`src/design/trb_pkg.sv`:
```
// ----------------------------------------------------------------------------
// trb_pkg
// Shared types, register codes and window compare helpers for the reorder
// buffer.
// ----------------------------------------------------------------------------
package trb_pkg;

	typedef enum logic [1:0] {
		REG_DELAY = 2'd0,
		REG_AHEAD = 2'd1,
		REG_LIMIT = 2'd2
	} reg_idx_t;

	localparam logic OP_ROW = 1'b0;
	localparam logic OP_EOS = 1'b1;

	localparam logic signed [63:0] DELAY_RESET = -64'sd1000000;
	localparam logic signed [63:0] AHEAD_RESET = 64'sd1000000;
	localparam logic [4:0]         LIMIT_RESET = 5'd31;

	typedef struct packed {
		logic signed [63:0] delay_offset;
		logic signed [63:0] ahead_offset;
		logic [4:0]         row_limit;
	} cfg_t;

	// a + b < c, sum formed at 65 bits
	function automatic logic sum_lt(input logic signed [63:0] a,
		input logic signed [63:0] b, input logic signed [63:0] c);
		logic signed [64:0] s;
		logic signed [64:0] r;
		s = $signed({a[63], a}) + $signed({b[63], b});
		r = $signed({c[63], c});
		return s < r;
	endfunction

	// a + b > c, sum formed at 65 bits
	function automatic logic sum_gt(input logic signed [63:0] a,
		input logic signed [63:0] b, input logic signed [63:0] c);
		logic signed [64:0] s;
		logic signed [64:0] r;
		s = $signed({a[63], a}) + $signed({b[63], b});
		r = $signed({c[63], c});
		return s > r;
	endfunction

endpackage

```
`src/design/trb_front.sv`:
```
// ----------------------------------------------------------------------------
// trb_front
// Input side: accepts transactions, decodes the opcode and queues them in a
// two-entry queue for the back end.
// ----------------------------------------------------------------------------
module trb_front #(
	parameter int PAYLOAD_WIDTH = 32
) (
	input  logic                     clk,
	input  logic                     arst_n,
	input  logic                     in_valid,
	output logic                     in_stall,
	input  logic                     opcode,
	input  logic signed [63:0]       timestamp,
	input  logic [PAYLOAD_WIDTH-1:0] payload,
	output logic                     q_valid,
	input  logic                     q_pop,
	output logic                     q_eos,
	output logic signed [63:0]       q_time,
	output logic [PAYLOAD_WIDTH-1:0] q_data
);

	logic                     eos_q  [2];
	logic signed [63:0]       time_q [2];
	logic [PAYLOAD_WIDTH-1:0] data_q [2];
	logic                     wr_ptr_q;
	logic                     rd_ptr_q;
	logic [1:0]               cnt_q;
	logic                     push;
	logic                     pop;

	assign in_stall = (cnt_q == 2'd2);
	assign push     = in_valid && !in_stall;
	assign q_valid  = (cnt_q != 2'd0);
	assign pop      = q_pop && q_valid;
	assign q_eos    = eos_q[rd_ptr_q];
	assign q_time   = time_q[rd_ptr_q];
	assign q_data   = data_q[rd_ptr_q];

	always_ff @(posedge clk) begin
		if (push) begin
			eos_q[wr_ptr_q]  <= (opcode == trb_pkg::OP_EOS);
			time_q[wr_ptr_q] <= timestamp;
			data_q[wr_ptr_q] <= payload;
		end
	end

	always_ff @(posedge clk or negedge arst_n) begin
		if (!arst_n) begin
			wr_ptr_q <= 1'b0;
			rd_ptr_q <= 1'b0;
			cnt_q    <= 2'd0;
		end else begin
			if (push) begin
				wr_ptr_q <= !wr_ptr_q;
			end
			if (pop) begin
				rd_ptr_q <= !rd_ptr_q;
			end
			cnt_q <= cnt_q + {1'b0, push} - {1'b0, pop};
		end
	end

endmodule

```
`config.mk`:
```
export PLATFORM = sky130hd
export DESIGN_NAME = trb_front
export DESIGN_NICKNAME = d
export VERILOG_FILES = /design/src/design/trb_pkg.sv /design/src/design/trb_front.sv
export SDC_FILE = /design/constraint.sdc
export NUM_CORES = 1
export LEC_CHECK = 0
export ABC_CLOCK_PERIOD_IN_PS = 12600
export BUFFER_PORTS_ARGS = -buffer_cell sky130_fd_sc_hd__buf_4
export CAP_MARGIN = 10
export CORE_UTILIZATION = 55
export CTS_BUF_LIST = sky130_fd_sc_hd__clkbuf_8
export CTS_CLUSTER_SIZE = 24
export DETAILED_ROUTE_END_ITERATION = 16
export GPL_TIMING_DRIVEN = 0
export PLACE_DENSITY = 0.94
export SLEW_MARGIN = 20
export SYNTH_ARGS = -nofsm -noshare
export SYNTH_HDL_FRONTEND = slang
export SYNTH_SLANG_ARGS = --single-unit
export TNS_END_PERCENT = 20
```
`constraint.sdc`:
```
create_clock -name clk -period 12.6 [get_ports clk]
set_input_delay 3.78 -clock clk [delete_from_list [all_inputs] [get_ports clk]]
set_output_delay 3.78 -clock clk [all_outputs]
set_load 0.005 [all_outputs]
```
==> impl_metrics.yaml, run 1 <==
global_routing:
  grt.overflow.total: 0
  first_global_vias: 3908
  grt_use_met3_pct: 7.31
  grt_antenna_before_repair: 0
  grt_pass1_wl_microns: 19700
  grtUsageMet1_pct: 21.5
  grt_max_degree: 52
  met2_usage_pct: 36.6
  busiest_layer: "met2"
  grt_util_all_layers_pct: 20.4
logic_synthesis:
  syn_avg_cell_area_sq_um: 22.7
  yosysWarnings: 0
  ys_types: 16
  syn-cell-area_sq_um: 7270
  syn_inst: 320
  synth-seq-area-share_pct: 81.5
  syn_nets: 423
  synth_seq_cells: 198
floorplanning:
  die_area_sq_um: 13700
  start_util_pct: 56.9
  core_area_sq_um: 12800
  chipHeight_microns: 117
  row_count: 41
  ios: 200
  die_x_microns: 117
worst_setup_path:
  critPathBufInv: 3
  cp.depth: 4
  slowest_delay_ps: 390
  slowest_stage: "mux2_2"
  worstPathArrival_ps: 1780
  crit_required_ps: 8820
  crit_type: "flip-flop to output port"
  regToRegSetupSlack_ps: 10590
  path_max_fanout: 10
  worst_r2r_endpoint: "time_q[0][48]"
  r2r_cells: 5
  path_delay_family: "buffers and inverters"
  worstSetupStartpointType: "flip-flop"
  r2r-start: "cnt_q[0]"
  critPathCaptureType: "output port"
  path_cells: "buf_6, buf_2, mux2_2, buf_4"
timing:
  setup_viol: 0
  final_max_slew_viol_count: 0
  hold_viol: 0
  tns_ps: 0
  period_share_pct: 44.2
  whs_ps: 577
  fin_crit_ps: 5560
  clock.fmax_mhz: 180
  relSlewSlack_pct: 54.2
  finalClockSkew_ps: 9.71
  worst_pin_slew_ps: 687
  rsz0062_at_grt: "no"
routing:
  drc_errors: 0
  routedWlPerCell_microns: 18.7
  vias_per_cell: 5.12
  dr.pass1.iters: 4
  detail_route.wirelength_microns: 13600
  ant_nets: 0
  vias: 3730
  drt_iter0_drc: 217
finish:
  syn_to_final_growth_pct: 30.6
  final_common_cell: "buf_4"
  multi_input_area_sq_um: 1270
  fin_nets: 646
  instances_no_fill: 728
  antenna_cells: 0
  nFillCells: 736
  layout-drive-gt1-share_pct: 61.9
  regArea_sq_um: 5930
  layout_common_cells: "buf_4, edfxtp_1, mux2_2"
cts:
  postCtsSetupBuffers: 0
  cts_tree: "yes"
  cts_resized: 0
  htreeDepth: 4
  clock_sinks: 198
  cts_made_buffers: 17
  postCtsHoldBufs: 0
  cts_root_buffer: "clkbuf_8"
  clock_latency_ps: 460
  clock_path_buffers: 2
  clk_pin_slew_ps: 90
hold_path:
  min_path_cells: 1
  hold_path_class: "flip-flop to flip-flop"
  min_to: "cnt_q[0]"
  hp-start: "cnt_q[0]"
pwr:
  leakage_nw: 3.63
  ir_worst_vdd_mv: 0.123
  power_density_nw_per_um2: 214
place:
  portBuffers: 199
  dpl.hpwl_microns: 9640
  place.gp.congestion: 0.713
  placed_cells: 696
outcome:
  status: "completed"
job:
  drv.max_cap_violation_count: 0
registers in the layout, summed over array words and instances, names as in the netlist:
name,count
rd_ptr_q,1
wr_ptr_q,1
time_q,128
eos_q,2
data_q,64
cnt_q,2
synthesized netlist by cell type:
| master | instances | area, sq um |
|---|---|---|
| dfrtp_1 | 4 | 100 |
| and2_1 | 1 | 6.26 |
| nand2_1 | 1 | 3.75 |
| mux2_2 | 77 | 867 |
| nor2_1 | 1 | 3.75 |
| or2_2 | 1 | 6.26 |
| buf_6 | 4 | 45.0 |
| xnor2_1 | 3 | 26.3 |
| and3_1 | 1 | 6.26 |
| mux2_4 | 20 | 300 |
| edfxtp_1 | 194 | 5830 |
| xor2_1 | 1 | 8.76 |
| nand2b_1 | 1 | 6.26 |
| ha_1 | 2 | 25.0 |
| buf_2 | 7 | 35.0 |
| inv_1 | 2 | 7.51 |
worst max path at each step:
stage | from | endpoint | slack (ps)
after CTS | rd_ptr_q | q_data[13] | 6980
final | rd_ptr_q | q_data[13] | 7040
after floorplan | in_valid | data_q[0][0] | 4130
after global routing | rd_ptr_q | q_data[13] | 6940
after detailed placement | in_valid | data_q[0][1] | 7290
after global placement | in_valid | time_q[0][34] | 2280
power breakdown:
group / total, mW / switching, mW / internal [mW]
clock network: 0.382 / 0.208 / 0.173
registers: 0.936 / 0.0376 / 0.898
logic: 0.714 / 0.307 / 0.406
total: 2.03 / 0.553 / 1.48
layer usage:
layer  wire length [microns]  vias up  share of wire [%]
li1                        -     1710                  -
met1                    4930     1841                 36
met2                    7440      146                 55
met3                     912       33                6.7
met4                     362        0                2.7
met5                       0        -                  0
per-stage QoR:
step / instance area, sq um / power [mW] / worst slack, ps / utilization, %
final: 9500 / 2.03 / 7040 / 74.4
after global routing: 9500 / 2.13 / 6940 / 74.4
after CTS: 9500 / 2.05 / 6980 / 74.4
after detailed placement: 9130 / 1.67 / 7290 / 71.4
after global placement: 8980 / 1.63 / 2280 / 70.3
after floorplan: 7270 / 1.32 / 4130 / -
cell families (layout without fill, tap and decap cells):
| kind of cell | count (synthesis) | after routing | synth area share, % |
|---|---|---|---|
| multiplexers | 97 | 97 | 16.1 |
| flip-flops | 198 | 198 | 81.5 |
| AND/OR/NAND/NOR | 6 | 6 | 0.447 |
| buffers and inverters | 13 | 249 | 1.20 |
| adder cells (fa/ha/maj) | 2 | 2 | 0.344 |
| XOR/XNOR | 4 | 4 | 0.482 |
cell type report:
type	count	share of cell area [%]
buffer	11	0.843
clock buffer	17	2.46
clock inverter	15	1.48
inverter	2	0.0790
multi-input combinational	109	13.4
sequential	198	62.4
tap	172	2.27
timing repair buffer	204	17.1
Note: power is estimated with default switching activity, not from simulation.
==> run 2, diff against run 1 <==
Settings changed: ABC_CLOCK_PERIOD_IN_PS 12600 to 4700, CORE_UTILIZATION 55 to 49, PLACE_DENSITY 0.94 to 0.89.
Clock period 12.6 ns to 4.7 ns, I/O delays scaled along.
==> impl_metrics.yaml, run 2 (synthesis results as in run 1) <==
finish:
  final_common_cell: "buf_4"
  layout_common_cells: "buf_4, edfxtp_1, mux2_2"
  instances_no_fill: 740
  antenna_cells: 0
  layout-drive-gt1-share_pct: 61.9
  largest_register_ffs: 128
  reg_top3: "time_q x128, data_q x64"
  regMostFlops: "time_q"
  fin_nets: 646
  syn_to_final_growth_pct: 31.0
global_routing:
  first_global_vias: 3823
  grt_util_all_layers_pct: 16.9
  grt_pass1_wl_microns: 18700
  grt_antenna_before_repair: 0
  grt.overflow.total: 0
  grt_max_degree: 54
timing:
  setup_viol: 0
  period_share_pct: 67.2
  relSlewSlack_pct: 50.0
  tns_ps: 0
  fin_crit_ps: 3160
  rsz0062_at_grt: "no"
  worst_pin_slew_ps: 750
  hold_viol: 0
  final_max_slew_viol_count: 0
  finalClockSkew_ps: 8.88
  clock.fmax_mhz: 316
place:
  placed_cells: 708
  place.gp.congestion: 0.677
  dpl.hpwl_microns: 8990
  portBuffers: 199
cts:
  cts_tree: "yes"
  postCtsHoldBufs: 0
  postCtsSetupBuffers: 0
  htreeDepth: 4
  cts_made_buffers: 17
  cts_root_buffer: "clkbuf_8"
  clock_sinks: 198
  clock_path_buffers: 2
  clk_pin_slew_ps: 90
  cts_resized: 0
  clock_latency_ps: 460
floorplanning:
  row_count: 44
  core_area_sq_um: 14500
  start_util_pct: 50.0
  ios: 200
  die_x_microns: 124
  die_area_sq_um: 15300
  chipHeight_microns: 124
pwr:
  power_density_nw_per_um2: 572
  leakage_nw: 3.64
  ir_worst_vdd_mv: 0.309
  finalPower_mw: 5.45
hold_path:
  hold_path_class: "flip-flop to flip-flop"
worst_setup_path:
  worstPathArrival_ps: 1750
  crit_required_ps: 3290
  critPathCaptureType: "output port"
  worstSetupStartpointType: "flip-flop"
  path_max_fanout: 10
  crit_type: "flip-flop to output port"
routing:
  drt_iter0_drc: 251
  ant_nets: 0
  detail_route.wirelength_microns: 13000
  routedWlPerCell_microns: 17.6
  vias: 3682
  drc_errors: 0
  dr.pass1.iters: 4
  vias_per_cell: 4.98
outcome:
  status: "completed"
job:
  drv.max_cap_violation_count: 0
-- run 2: changes by cell type in the layout (fill, tap and decap cells not counted), sizes merged --
cell and delta:
clkinv -4, clkinvlp -1, clkbuf +2, inv +3
-- run 2: worst paths after layout --
check | from | endpoint | slack (ps) | depth (start not counted)
setup / recovery | rd_ptr_q | q_time[39] | 1540 | 5
hold / removal | cnt_q[0] | cnt_q[0] | 540 | 1
hold reg to reg | cnt_q[0] | cnt_q[0] | 540 | 1
setup reg to reg | cnt_q[1] | data_q[1][2] | 2760 | 3
max in group asynchronous | arst_n | rd_ptr_q | 3870 | 1
min in group asynchronous | arst_n | wr_ptr_q | 730 | 1
-- run 2: worst max-delay path, stage by stage (launching register included) --
cell	delay, ps
dfrtp_1	340
buf_6	140
buf_6	170
buf_6	190
mux2_4	310
buf_4	140
-- run 2: power by group --
part           switching [mW]  total (mW)  internal [mW]  leakage [nW]
combinational           0.804        1.89           1.08          1.58
sequential             0.0921        2.50           2.41          1.85
clock                   0.564        1.06          0.499         0.207
total                    1.46        5.45           3.99          3.64
-- run 2: through the flow --
stage / utilization (%) / hold slack [ps] / cell area [sq um] / setup slack (ps)
2_1_floorplan: - / 479 / 7280 / 237
3_3_place_gp: 61.9 / 492 / 9000 / -1020
3_5_place_dp: 62.8 / 505 / 9130 / 1810
4_1_cts: 65.5 / 527 / 9530 / 1460
5_1_grt: 65.5 / 567 / 9530 / 1420
6_report: 65.5 / 536 / 9530 / 1540
-- run 2: cell type report --
type | count | area, sq um
tap | 184 | 230
inverter | 2 | 7.51
fill | 1017 | 5010
buffer | 11 | 80.1
clock inverter | 13 | 131
multi-input combinational | 109 | 1270
timing repair buffer | 204 | 1620
sequential | 198 | 5930
clock buffer | 19 | 262
-- run 2: routing by layer --
| layer | wire, microns | GRT usage, % | up-vias |
|---|---|---|---|
| met4 | 354 | 8.81 | 0 |
| met3 | 996 | 6.09 | 27 |
| met2 | 6660 | 28.4 | 150 |
| met5 | 0 | 0 | - |
| met1 | 4980 | 18.9 | 1796 |
| li1 | - | - | 1709 |
